===== config.mk =====
export PLATFORM = sky130hd
export DESIGN_NAME = sync_packet_deframer_sum16_flat
export DESIGN_NICKNAME = d
export VERILOG_FILES = /design/src/design/spdf_pkg.sv /design/src/design/spdf_if.sv /design/src/design/spdf_store.sv /design/src/design/sync_packet_deframer_sum16.sv /design/src/flat_wrapper.sv
export VERILOG_INCLUDE_DIRS = /design/src /design/src/design
export SDC_FILE = /design/constraint.sdc
export NUM_CORES = 1
export LEC_CHECK = 0
export BUFFER_PORTS_ARGS = -buffer_cell sky130_fd_sc_hd__buf_2
export CAP_MARGIN = 15
export CORE_ASPECT_RATIO = 1.75
export CORE_MARGIN = 5
export CORE_UTILIZATION = 55
export CTS_CLUSTER_DIAMETER = 30
export DETAILED_ROUTE_END_ITERATION = 7
export PLACE_DENSITY = 0.81
export SLEW_MARGIN = 20
export SYNTH_ARGS = -nofsm -noshare
export SYNTH_HDL_FRONTEND = slang
export SYNTH_SLANG_ARGS = --single-unit

===== constraint.sdc =====
create_clock -name clk_i -period 7.5 [get_ports clk_i]
set_input_delay 2.25 -clock clk_i [delete_from_list [all_inputs] [get_ports clk_i]]
set_output_delay 2.25 -clock clk_i [all_outputs]
set_load 0.02 [all_outputs]

===== src/design/sync_packet_deframer_sum16_assert.svh =====
// Assertion macros for the packet deframer
`ifndef SYNC_PACKET_DEFRAMER_SUM16_ASSERT_SVH
`define SYNC_PACKET_DEFRAMER_SUM16_ASSERT_SVH
`ifndef SYNTHESIS
`define SPDF_ASSERT_IMP(lbl, clk, rst_n, ante, cons) \
  lbl: assert property (@(posedge clk) disable iff (!rst_n) (ante) |-> (cons)) \
    else $error("spdf assertion failed");
`define SPDF_ASSERT_NXT(lbl, clk, rst_n, ante, cons) \
  lbl: assert property (@(posedge clk) disable iff (!rst_n) (ante) |=> (cons)) \
    else $error("spdf assertion failed");
`else
`define SPDF_ASSERT_IMP(lbl, clk, rst_n, ante, cons)
`define SPDF_ASSERT_NXT(lbl, clk, rst_n, ante, cons)
`endif
`endif


===== src/design/spdf_pkg.sv =====
// Package: constants, types and helpers of the packet deframer
`timescale 1ns / 1ps
package spdf_pkg;

  localparam int unsigned BYTE_W  = 8;
  localparam int unsigned WORD_W  = 32;
  localparam int unsigned IDX_W   = 4;
  localparam int unsigned SUM_W   = 16;
  localparam int unsigned LEFT_W  = 6;

  localparam int unsigned HAS_DATA_BIT = 7;
  localparam int unsigned BATCH_BIT    = 6;
  localparam int unsigned COUNT_SHIFT  = 2;
  localparam logic [3:0]  COUNT_MASK   = 4'hF;

  localparam logic [BYTE_W-1:0] SYNC_S = 8'h73;
  localparam logic [BYTE_W-1:0] SYNC_N = 8'h6E;
  localparam logic [BYTE_W-1:0] SYNC_P = 8'h70;
  localparam logic [SUM_W-1:0]  SYNC_SUM = 16'(SYNC_S) + 16'(SYNC_N) + 16'(SYNC_P);

  typedef struct packed {
    logic              we;
    logic [IDX_W-1:0]  waddr;
    logic [WORD_W-1:0] wdata;
    logic              re;
    logic [IDX_W-1:0]  raddr;
  } mem_req_t;

  function automatic logic [BYTE_W-1:0] sync_byte(input logic [1:0] prog);
    logic [BYTE_W-1:0] r;
    case (prog)
      2'd1:    r = SYNC_N;
      2'd2:    r = SYNC_P;
      default: r = SYNC_S;
    endcase
    return r;
  endfunction

  function automatic logic [IDX_W-1:0] words_announced(input logic [BYTE_W-1:0] t);
    logic [IDX_W-1:0] r;
    if (!t[HAS_DATA_BIT]) begin
      r = '0;
    end else if (!t[BATCH_BIT]) begin
      r = IDX_W'(1);
    end else begin
      r = t[COUNT_SHIFT +: IDX_W] & COUNT_MASK;
    end
    return r;
  endfunction

endpackage


===== src/design/spdf_if.sv =====
// Interfaces: byte input channel and result output channel
`timescale 1ns / 1ps
interface spdf_in_if;
  import spdf_pkg::*;
  logic              valid;
  logic              ready;
  logic [BYTE_W-1:0] rx_byte;
  modport source (output valid, output rx_byte, input ready);
  modport sink (input valid, input rx_byte, output ready);
endinterface

interface spdf_out_if;
  import spdf_pkg::*;
  logic              valid;
  logic              ready;
  logic              status;
  logic [BYTE_W-1:0] reg_address;
  logic              has_data;
  logic [IDX_W-1:0]  word_index;
  logic [WORD_W-1:0] data_word;
  logic              last;
  modport source (output valid, output status, output reg_address, output has_data,
                  output word_index, output data_word, output last, input ready);
  modport sink (input valid, input status, input reg_address, input has_data,
                input word_index, input data_word, input last, output ready);
endinterface


===== src/design/spdf_store.sv =====
// Payload word store: one write port, one registered read port
`timescale 1ns / 1ps
module spdf_store #(
  parameter int unsigned MAX_WORDS = 15
) (
  input  logic                          clk_i,
  input  spdf_pkg::mem_req_t            req_i,
  output logic [spdf_pkg::WORD_W-1:0]   rd_data_o
);
  import spdf_pkg::*;

  localparam int unsigned AW = (MAX_WORDS > 1) ? $clog2(MAX_WORDS) : 1;

  logic [WORD_W-1:0] mem [MAX_WORDS];
  logic [WORD_W-1:0] rd_data_q;

  always_ff @(posedge clk_i) begin
    if (req_i.we) begin
      mem[req_i.waddr[AW-1:0]] <= req_i.wdata;
    end
  end

  always_ff @(posedge clk_i) begin
    if (req_i.re) begin
      rd_data_q <= mem[req_i.raddr[AW-1:0]];
    end
  end

  assign rd_data_o = rd_data_q;

endmodule


===== src/design/sync_packet_deframer_sum16.sv =====
// Top level: sync search, packet parse, checksum and word emission
// channel  dir  payload
// in_i     in   rx_byte
// out_o    out  status, reg_address, has_data, word_index, data_word, last
// One byte a cycle while parsing; the checksum low byte waits for a free output register.
// A good packet with data emits each word by a store read and then an output load, which
// waits out output stalls; no byte is taken until the last word is loaded.
// Reset clears the parser and output valid; the payload store keeps no reset contents.
`timescale 1ns / 1ps
`include "sync_packet_deframer_sum16_assert.svh"
module sync_packet_deframer_sum16 #(
  parameter int unsigned MAX_WORDS = 15
) (
  input  logic       clk_i,
  input  logic       rst_ni,
  spdf_in_if.sink    in_i,
  spdf_out_if.source out_o
);
  import spdf_pkg::*;

  localparam logic [2:0] PH_SYNC = 3'd0;
  localparam logic [2:0] PH_TYPE = 3'd1;
  localparam logic [2:0] PH_ADDR = 3'd2;
  localparam logic [2:0] PH_PAY  = 3'd3;
  localparam logic [2:0] PH_CKHI = 3'd4;
  localparam logic [2:0] PH_CKLO = 3'd5;
  localparam logic [2:0] PH_READ = 3'd6;
  localparam logic [2:0] PH_LOAD = 3'd7;

  localparam logic [IDX_W-1:0] MaxW = IDX_W'(MAX_WORDS);

  logic [2:0]        phase_q, phase_d;
  logic [1:0]        sync_q, sync_d;
  logic [BYTE_W-1:0] type_q, type_d;
  logic [BYTE_W-1:0] addr_q, addr_d;
  logic [LEFT_W-1:0] left_q, left_d;
  logic [SUM_W-1:0]  sum_q, sum_d;
  logic [BYTE_W-1:0] ckhi_q, ckhi_d;
  logic [IDX_W-1:0]  words_q, words_d;
  logic [IDX_W-1:0]  wcnt_q, wcnt_d;
  logic [IDX_W-1:0]  k_q, k_d;
  logic [23:0]       word_q, word_d;

  logic              ov_q, ov_d;
  logic              st_q, st_d;
  logic [BYTE_W-1:0] ra_q, ra_d;
  logic              hd_q, hd_d;
  logic [IDX_W-1:0]  idx_q, idx_d;
  logic [WORD_W-1:0] dw_q, dw_d;
  logic              last_q, last_d;

  logic              in_fire, out_free, out_load;
  logic [BYTE_W-1:0] b;
  logic [1:0]        prog;
  logic [IDX_W-1:0]  ann;
  mem_req_t          req;
  logic [WORD_W-1:0] rd_data;

  spdf_store #(.MAX_WORDS(MAX_WORDS)) u_store (
    .clk_i     (clk_i),
    .req_i     (req),
    .rd_data_o (rd_data)
  );

  assign b        = in_i.rx_byte;
  assign out_free = !ov_q || out_o.ready;
  assign in_i.ready = (phase_q inside {PH_SYNC, PH_TYPE, PH_ADDR, PH_PAY, PH_CKHI})
                      || (phase_q == PH_CKLO && out_free);
  assign in_fire  = in_i.valid && in_i.ready;
  assign prog     = (sync_q > 2'd2) ? 2'd0 : sync_q;
  assign ann      = words_announced(type_q);

  always_comb begin
    phase_d = phase_q;
    sync_d  = sync_q;
    type_d  = type_q;
    addr_d  = addr_q;
    left_d  = left_q;
    sum_d   = sum_q;
    ckhi_d  = ckhi_q;
    words_d = words_q;
    wcnt_d  = wcnt_q;
    k_d     = k_q;
    word_d  = word_q;
    out_load = 1'b0;
    st_d    = st_q;
    ra_d    = ra_q;
    hd_d    = hd_q;
    idx_d   = idx_q;
    dw_d    = dw_q;
    last_d  = last_q;
    req.we    = 1'b0;
    req.waddr = wcnt_q;
    req.wdata = {word_q, b};
    req.re    = 1'b0;
    req.raddr = k_q;
    case (phase_q)
      PH_SYNC: begin
        if (in_fire) begin
          if (b == sync_byte(prog)) begin
            if (prog == 2'd2) begin
              sync_d  = 2'd0;
              sum_d   = SYNC_SUM;
              phase_d = PH_TYPE;
            end else begin
              sync_d = prog + 2'd1;
            end
          end else begin
            sync_d = (b == SYNC_S) ? 2'd1 : 2'd0;
          end
        end
      end
      PH_TYPE: begin
        if (in_fire) begin
          type_d  = b;
          sum_d   = sum_q + SUM_W'(b);
          phase_d = PH_ADDR;
        end
      end
      PH_ADDR: begin
        if (in_fire) begin
          addr_d  = b;
          sum_d   = sum_q + SUM_W'(b);
          left_d  = {ann, 2'b00};
          words_d = (ann > MaxW) ? MaxW : ann;
          wcnt_d  = '0;
          phase_d = (ann != '0) ? PH_PAY : PH_CKHI;
        end
      end
      PH_PAY: begin
        if (in_fire) begin
          sum_d  = sum_q + SUM_W'(b);
          word_d = {word_q[15:0], b};
          left_d = left_q - LEFT_W'(1);
          if (left_q[1:0] == 2'd1) begin
            req.we = (wcnt_q < MaxW);
            wcnt_d = wcnt_q + IDX_W'(1);
          end
          if (left_q == LEFT_W'(1)) begin
            phase_d = PH_CKHI;
          end
        end
      end
      PH_CKHI: begin
        if (in_fire) begin
          ckhi_d  = b;
          phase_d = PH_CKLO;
        end
      end
      PH_CKLO: begin
        if (in_fire) begin
          sync_d = 2'd0;
          ra_d   = addr_q;
          hd_d   = 1'b0;
          idx_d  = '0;
          dw_d   = '0;
          last_d = 1'b1;
          if ({ckhi_q, b} != sum_q) begin
            out_load = 1'b1;
            st_d     = 1'b1;
            phase_d  = PH_SYNC;
          end else if (words_q == '0) begin
            out_load = 1'b1;
            st_d     = 1'b0;
            phase_d  = PH_SYNC;
          end else begin
            k_d     = '0;
            phase_d = PH_READ;
          end
        end
      end
      PH_READ: begin
        req.re  = 1'b1;
        phase_d = PH_LOAD;
      end
      PH_LOAD: begin
        if (out_free) begin
          out_load = 1'b1;
          st_d     = 1'b0;
          ra_d     = addr_q;
          hd_d     = 1'b1;
          idx_d    = k_q;
          dw_d     = rd_data;
          last_d   = (k_q == words_q - IDX_W'(1));
          if (k_q == words_q - IDX_W'(1)) begin
            phase_d = PH_SYNC;
          end else begin
            k_d     = k_q + IDX_W'(1);
            phase_d = PH_READ;
          end
        end
      end
      default: begin
        phase_d = PH_SYNC;
      end
    endcase
    if (out_load) begin
      ov_d = 1'b1;
    end else if (out_o.ready) begin
      ov_d = 1'b0;
    end else begin
      ov_d = ov_q;
    end
  end

  always_ff @(posedge clk_i or negedge rst_ni) begin
    if (!rst_ni) begin
      phase_q <= PH_SYNC;
      sync_q  <= 2'd0;
      type_q  <= '0;
      addr_q  <= '0;
      left_q  <= '0;
      sum_q   <= '0;
      ckhi_q  <= '0;
      words_q <= '0;
      wcnt_q  <= '0;
      k_q     <= '0;
      ov_q    <= 1'b0;
    end else begin
      phase_q <= phase_d;
      sync_q  <= sync_d;
      type_q  <= type_d;
      addr_q  <= addr_d;
      left_q  <= left_d;
      sum_q   <= sum_d;
      ckhi_q  <= ckhi_d;
      words_q <= words_d;
      wcnt_q  <= wcnt_d;
      k_q     <= k_d;
      ov_q    <= ov_d;
    end
  end

  always_ff @(posedge clk_i) begin
    word_q <= word_d;
    st_q   <= st_d;
    ra_q   <= ra_d;
    hd_q   <= hd_d;
    idx_q  <= idx_d;
    dw_q   <= dw_d;
    last_q <= last_d;
  end

  assign out_o.valid       = ov_q;
  assign out_o.status      = st_q;
  assign out_o.reg_address = ra_q;
  assign out_o.has_data    = hd_q;
  assign out_o.word_index  = idx_q;
  assign out_o.data_word   = dw_q;
  assign out_o.last        = last_q;

  `SPDF_ASSERT_NXT(a_read_then_load, clk_i, rst_ni, phase_q == PH_READ, phase_q == PH_LOAD)
  `SPDF_ASSERT_IMP(a_more_words_pending, clk_i, rst_ni, ov_q && hd_q && !last_q,
                   phase_q == PH_READ || phase_q == PH_LOAD)
  `SPDF_ASSERT_IMP(a_bad_sum_no_data, clk_i, rst_ni, ov_q && st_q, !hd_q && last_q)
  `SPDF_ASSERT_IMP(a_sync_range, clk_i, rst_ni, 1'b1, sync_q != 2'd3)

endmodule

===== src/flat_wrapper.sv =====
// flat-port wrapper written by rule: the top's interface ports become plain ports
module sync_packet_deframer_sum16_flat import spdf_pkg::*;
#(
  parameter int unsigned MAX_WORDS = 15
)
  (clk_i, rst_ni, in_i_valid, in_i_rx_byte, in_i_ready, out_o_valid, out_o_status, out_o_reg_address, out_o_has_data, out_o_word_index, out_o_data_word, out_o_last, out_o_ready);
  spdf_in_if in_i_i ();
  spdf_out_if out_o_i ();
  input  logic clk_i;
  input  logic rst_ni;
  input wire logic [$bits(in_i_i.valid)-1:0] in_i_valid;
  input wire logic [$bits(in_i_i.rx_byte)-1:0] in_i_rx_byte;
  output wire logic [$bits(in_i_i.ready)-1:0] in_i_ready;
  output wire logic [$bits(out_o_i.valid)-1:0] out_o_valid;
  output wire logic [$bits(out_o_i.status)-1:0] out_o_status;
  output wire logic [$bits(out_o_i.reg_address)-1:0] out_o_reg_address;
  output wire logic [$bits(out_o_i.has_data)-1:0] out_o_has_data;
  output wire logic [$bits(out_o_i.word_index)-1:0] out_o_word_index;
  output wire logic [$bits(out_o_i.data_word)-1:0] out_o_data_word;
  output wire logic [$bits(out_o_i.last)-1:0] out_o_last;
  input wire logic [$bits(out_o_i.ready)-1:0] out_o_ready;
  assign in_i_i.valid = in_i_valid;
  assign in_i_i.rx_byte = in_i_rx_byte;
  assign in_i_ready = in_i_i.ready;
  assign out_o_valid = out_o_i.valid;
  assign out_o_status = out_o_i.status;
  assign out_o_reg_address = out_o_i.reg_address;
  assign out_o_has_data = out_o_i.has_data;
  assign out_o_word_index = out_o_i.word_index;
  assign out_o_data_word = out_o_i.data_word;
  assign out_o_last = out_o_i.last;
  assign out_o_i.ready = out_o_ready;
  sync_packet_deframer_sum16 #(.MAX_WORDS(MAX_WORDS)) u_core (.clk_i(clk_i), .rst_ni(rst_ni), .in_i(in_i_i), .out_o(out_o_i));
endmodule

==> results of run 1 <==
[power breakdown]
group | total (mW) | internal [mW] | switching [mW]
combinational | 1.72 | 0.758 | 0.965
clock | 3.58 | 2.07 | 1.51
sequential | 4.45 | 4.19 | 0.265
total | 9.76 | 7.02 | 2.74
[cells in the mapped netlist, types with 5 or more instances]
cell / number
nor4_1: 9
nor2_1: 29
buf_2: 17
or3_1: 5
o21ai_0: 89
inv_1: 24
xnor2_1: 20
and2_1: 36
a21oi_1: 19
mux4_2: 64
nand3_1: 13
edfxtp_1: 583
nor2b_1: 16
a31oi_1: 31
nand2_1: 94
clkbuf_1: 48
ha_1: 20
o22a_1: 5
mux2i_1: 91
a211oi_1: 8
mux2_2: 46
xor2_1: 5
o31ai_1: 5
o221ai_1: 34
dfrtp_1: 62
buf_1: 10
nor3_1: 22
[routing by layer]
metal  wire, um  vias to the layer above
li1           -                     5901
met1      19460                     6913
met2      30140                      707
met3       3898                      147
met4       2150                        0
met5          0                        -
[metrics by stage]
step,hold WS [ps],area (um^2)
3_3_place_gp,436.2,26520
2_1_floorplan,424.8,25450
3_5_place_dp,439.6,26610
5_1_grt,476.6,29070
6_report,457.5,29070
4_1_cts,456.6,29060
[area by class of cell]
type | count | share of cell area [%]
Clock buffer | 75 | 6.383
Clock inverter | 55 | 2.070
Inverter | 24 | 0.3099
Multi-Input combinational cell | 708 | 20.93
Sequential cell | 645 | 65.60
Tap cell | 583 | 2.509
Timing Repair Buffer | 97 | 2.191
[sequential cells by signal, summed over array words and instances, names as in the netlist, 4 cells and up]
signal / cells
u_core.u_store.mem: 480
u_core.u_store.rd_data_o: 32
u_core.ckhi_q: 8
u_core.out_o.data_word: 32
u_core.wcnt_q: 4
u_core.k_q: 4
u_core.left_q: 6
u_core.out_o.reg_address: 8
u_core.words_q: 4
u_core.sum_q: 16
u_core.out_o.word_index: 4
u_core.addr_q: 8
u_core.type_q: 6
u_core.word_q: 24
[worst register-to-register path, cell delays in order (launching register included)]
cell and delay, ps:
dfrtp_1 720, nand2_1 330, nor2_2 160, buf_4 340, nand2_1 280, nor4b_4 840
buf_4 550
[worst max-delay path by stage]
stage	from	end	cells after the start
after floorplan	in_i_valid	u_core.u_store.mem[0][0]	4
after global placement	out_o_ready	in_i_ready	6
after detailed placement	out_o_ready	in_i_ready	6
after CTS	out_o_ready	in_i_ready	6
after global routing	out_o_ready	in_i_ready	6
final	out_o_ready	in_i_ready	6
[cells in the final DEF, fill, tap and decap left out, drive strengths merged, types with 34 or more instances in the layout]
master / synthesis / layout
mux2: 46 / 46
nand2: 94 / 94
dfrtp: 62 / 62
o221ai: 34 / 34
buf: 29 / 97
inv: 24 / 48
o21ai: 91 / 91
clkbuf: 48 / 75
and2: 36 / 36
mux2i: 91 / 91
edfxtp: 583 / 583
mux4: 64 / 64
[kinds of logic after synthesis]
group / share of synthesized area [%]
compound gates: 5.256
xor+xnor: 0.9539
fa+ha+maj: 1.062
buf+inv: 1.632
flops: 74.89
mux: 11.28
simple gates: 4.922
==> impl_metrics.ini, run 1 <==
[synth]
ys_types = 61
syn_avg_cell_area_um2 = 17.50
synth_top_cell_area_share_pct = 68.80
syn-cell-area_um2 = 25450
synthArstFlopShare_pct = 9.612
synth_edf_count = 583
ys.flop_type = edfxtp_1
post-synth-top-area-cell = edfxtp_1
synth_cells = 1454
synth-seq-cells = 645
synth_nets = 1487
ys_warn_count = 0
synth_area_leaders = edfxtp_1, dfrtp_1, mux4_2, mux2i_1, mux2_2
ys_seq_area_share_pct = 74.89

[timing]
slew_headroom_pct = 29.76
max_freq_ghz = 0.1938
setup_violations = 0
drv_slew = 0
tightest_slew_ps = 1048
setup_tns_ps = 0
timing_hold_violations_final = 0
rsz0062_at_grt = false
final.period_utilization_pct = 68.79
fin_skew_ps = 29.24
period_minus_slack_ps = 5159
timing.final.ws_setup_ps = 2341

[cts]
postCtsSetupBuffers = 0
root_buffer = clkbuf_16
cts-buffers-inserted = 71
clockBufferDepth = 3
cts_tree = yes
cts_sinks = 645
cts_resized = 0
htreeDepth = 3
clk_pin_slew_worst_paths_ps = 60
clock_latency_ps = 600
cts_hold_repair.buffers = 0

[setup_path]
r2r_end = u_core.u_store.mem[3][25]
end_kind = output port
crit_buf_inv = 2
crit_arrival_ps = 2910
rr_startpoint = u_core.phase_q[0]
cp_max_fo = 2
slowest_delay_ps = 190
crit_type = in -> out
critPathLaunchType = primary input
cp_top_family = simple AND/OR/NAND/NOR gates
crit_top_cell = nand2_1
rr_worst_depth = 6
reg2reg_slack_ps = 3890
critical_path_required_ps = 5250
path_cells = buf_2 -> nor2b_1 -> nand2_1 -> nand2_1 -> nand2_1 -> buf_2
cp_slowest_cell = buf_2

[finish]
syn_to_final_growth_pct = 14.23
fin_util_pct = 63.28
multi_input_area_um2 = 6085
n_antenna_cell = 0
drive_gt1_share_pct = 22.32
nets = 1580
area.sequential_um2 = 19070
nFillCells = 3021
instances_no_fill = 2187

[grt]
grt_use_total_pct = 21.91
grt_pass1_vias = 14391
use_met2_pct = 39.83
grt_antenna_before_repair = 0
grt_max_degree = 65
gr-total-overflow = 0
grt_pass1_wl_mm = 85.57
gr-usage-met3_pct = 4.081
met1_usage_pct = 25.46
grt.busiest_layer = met2

[placement]
dp_slack_ps = 2354
portBuffers = 60
place_inst = 2057
hpwl_mm = 30.47
place_congestion = 0.8271

[routing]
vias_per_cell = 6.250
drtIter0Drc = 1086
wire_per_inst_um = 25.45
drc = 0
ant_nets = 0
dr.pass1.iters = 5
routed_wirelength_mm = 55.65
dr_total_vias = 13668

[min_path]
min-delay-start = u_core.addr_q[5]
min_path_type = reg -> reg
hold_depth = 0
min_to = u_core.out_o.reg_address[5]

[die]
num_rows = 104
fp.dieArea_um2 = 50840
num_io_pins = 61
coreArea_um2 = 45930
start_util_pct = 55.40
die_y_um = 294.5
dieWidth_um = 172.6

[power]
cellLeakagePower_nw = 9.535
power.total_mw = 9.758
power.density_nw_per_um2 = 335.7
irDropWorstVdd_mv = 0.3356

[run_status]
status = finished, final reports clean

[job]
maxCapViolations = 0
(Power assumes the default switching activity.)
==> run 2, diff against run 1 <==
--- a/config.mk
+++ b/config.mk
@@ -13,7 +13,7 @@
 export CORE_UTILIZATION = 55
 export CTS_CLUSTER_DIAMETER = 30
 export DETAILED_ROUTE_END_ITERATION = 7
-export PLACE_DENSITY = 0.81
+export PLACE_DENSITY = 0.84
 export SLEW_MARGIN = 20
 export SYNTH_ARGS = -nofsm -noshare
 export SYNTH_HDL_FRONTEND = slang
==> constraint.sdc (replaced) <==
create_clock -name clk_i -period 4.4 [get_ports clk_i]
set_input_delay 1.32 -clock clk_i [delete_from_list [all_inputs] [get_ports clk_i]]
set_output_delay 1.32 -clock clk_i [all_outputs]
set_load 0.02 [all_outputs]
==> impl_metrics.ini, run 2 (synthesis results as in run 1) <==
[placement]
place_congestion = 0.9295
place_inst = 2066
hpwl_mm = 32.60
portBuffers = 60
place_area_um2 = 26740

[setup_path]
path_cells = buf_2 -> nor2b_1 -> nand2_1 -> nand2_1 -> nand2_1 -> buf_2
slowest_delay_ps = 190
crit_type = in -> out
critPathLaunchType = primary input
critical_path_required_ps = 3080
crit_buf_inv = 2
end_kind = output port
r2r_end = u_core.u_store.mem[7][3]
cp_top_family = simple AND/OR/NAND/NOR gates
cp_max_fo = 2
crit_top_cell = nand2_1
startpoint = out_o_ready
rr_worst_depth = 5
rr_startpoint = u_core.phase_q[2]
crit_arrival_ps = 1960
cp_slowest_cell = buf_2
reg2reg_slack_ps = 1420

[power]
p_seq_share_pct = 44.7
irDropWorstVdd_mv = 0.5301
pwr-share-comb_pct = 18.1
p_sw_mw = 4.949
power.internal_mw = 12.07
cellLeakagePower_nw = 9.653
clock_power_share_pct = 37.3
power.density_nw_per_um2 = 580.2
power_switching_share_pct = 29.07

[finish]
drive_gt1_share_pct = 22.76
fin_util_pct = 63.88
fin_area_um2 = 29340
largest_reg_flops = 480
nFillCells = 2944
layout.cells.most_common = edfxtp_1
syn_to_final_growth_pct = 15.31
n_antenna_cell = 0
instances_no_fill = 2204
nets = 1592
final_cell_mix = edfxtp_1, nand2_1, mux2i_1

[routing]
dr_total_vias = 14052
drtIter0Drc = 1365
drc = 0
ant_nets = 0
wire_per_inst_um = 26.83
routed_wirelength_mm = 59.13
dr.pass1.iters = 7
vias_per_cell = 6.376

[cts]
clock_latency_ps = 620
htreeDepth = 3
clockBufferDepth = 3
postCtsSetupBuffers = 0
cts_resized = 0
cts_sinks = 645
cts_tree = yes
cts-buffers-inserted = 74
clk_pin_slew_worst_paths_ps = 60
cts_hold_repair.buffers = 0
root_buffer = clkbuf_16

[grt]
grt_pass1_vias = 14645
grt_max_degree = 62
grt_pass1_wl_mm = 88.29
grt_antenna_before_repair = 0
gr-total-overflow = 0
grt_use_total_pct = 22.94

[timing]
setup_tns_ps = 0
tightest_slew_ps = 1013
max_freq_ghz = 0.3044
period_minus_slack_ps = 3285
drv_slew = 0
final.period_utilization_pct = 74.65
fin_skew_ps = 30.82
timing_hold_violations_final = 0
rsz0062_at_grt = false
slew_headroom_pct = 32.44
setup_violations = 0

[min_path]
min-delay-start = u_core.addr_q[0]
min_to = u_core.out_o.reg_address[0]
hold_depth = 0
min_path_type = reg -> reg

[die]
dieWidth_um = 172.6
num_rows = 104
num_io_pins = 61
start_util_pct = 55.40
die_y_um = 294.5
coreArea_um2 = 45930
fp.dieArea_um2 = 50840

[job]
maxCapViolations = 0

[run_status]
status = finished, final reports clean
-- run 2: worst max-delay path by stage --
stage	to	slack [ps]	cells past startpoint
after CTS	in_i_ready	1120	6
after floorplan	u_core.u_store.mem[3][0]	-290	4
after global placement	u_core.k_q[2]	810	8
after global routing	u_core.k_q[3]	920	8
final	in_i_ready	1120	6
after detailed placement	u_core.k_q[3]	700	8
-- run 2: per-stage QoR --
step | hold WS, ps | setup slack, ps | power, mW
after floorplan | 424.8 | -285.3 | 9.831
after global placement | 434.1 | 806.9 | 10.63
after detailed placement | 438.1 | 699.2 | 10.74
after CTS | 444.2 | 1122 | 17.08
after global routing | 460.8 | 917.3 | 17.65
final | 454.0 | 1115 | 17.02
-- run 2: power groups by stage --
stage,clock network [mW],registers (mW),logic [mW]
5_1_grt,6.70,7.65,3.31
3_5_place_dp,0,7.71,3.03
3_3_place_gp,0,7.69,2.94
4_1_cts,6.39,7.59,3.09
6_report,6.34,7.60,3.08
2_1_floorplan,0,7.55,2.28
-- run 2: cell type report --
class	instances	area (um^2)	share of cell area, %
clock buffer	82	1903	6.486
inverter	24	90.09	0.3070
clock inverter	56	699.4	2.384
sequential	645	19070	64.99
timing repair buffer	106	695.7	2.371
tap	583	729.5	2.486
multi-input combinational	708	6155	20.98
-- run 2: routing by layer --
metal | vias to the layer above | wire (um) | part of all wire (%) | global-route usage [%]
li1 | 5936 | - | - | -
met1 | 7088 | 19510 | 33 | 25.69
met2 | 840 | 32050 | 54 | 41.75
met3 | 188 | 4695 | 7.9 | 4.530
met4 | 0 | 2864 | 4.8 | 11.29
met5 | - | 0 | 0 | 0
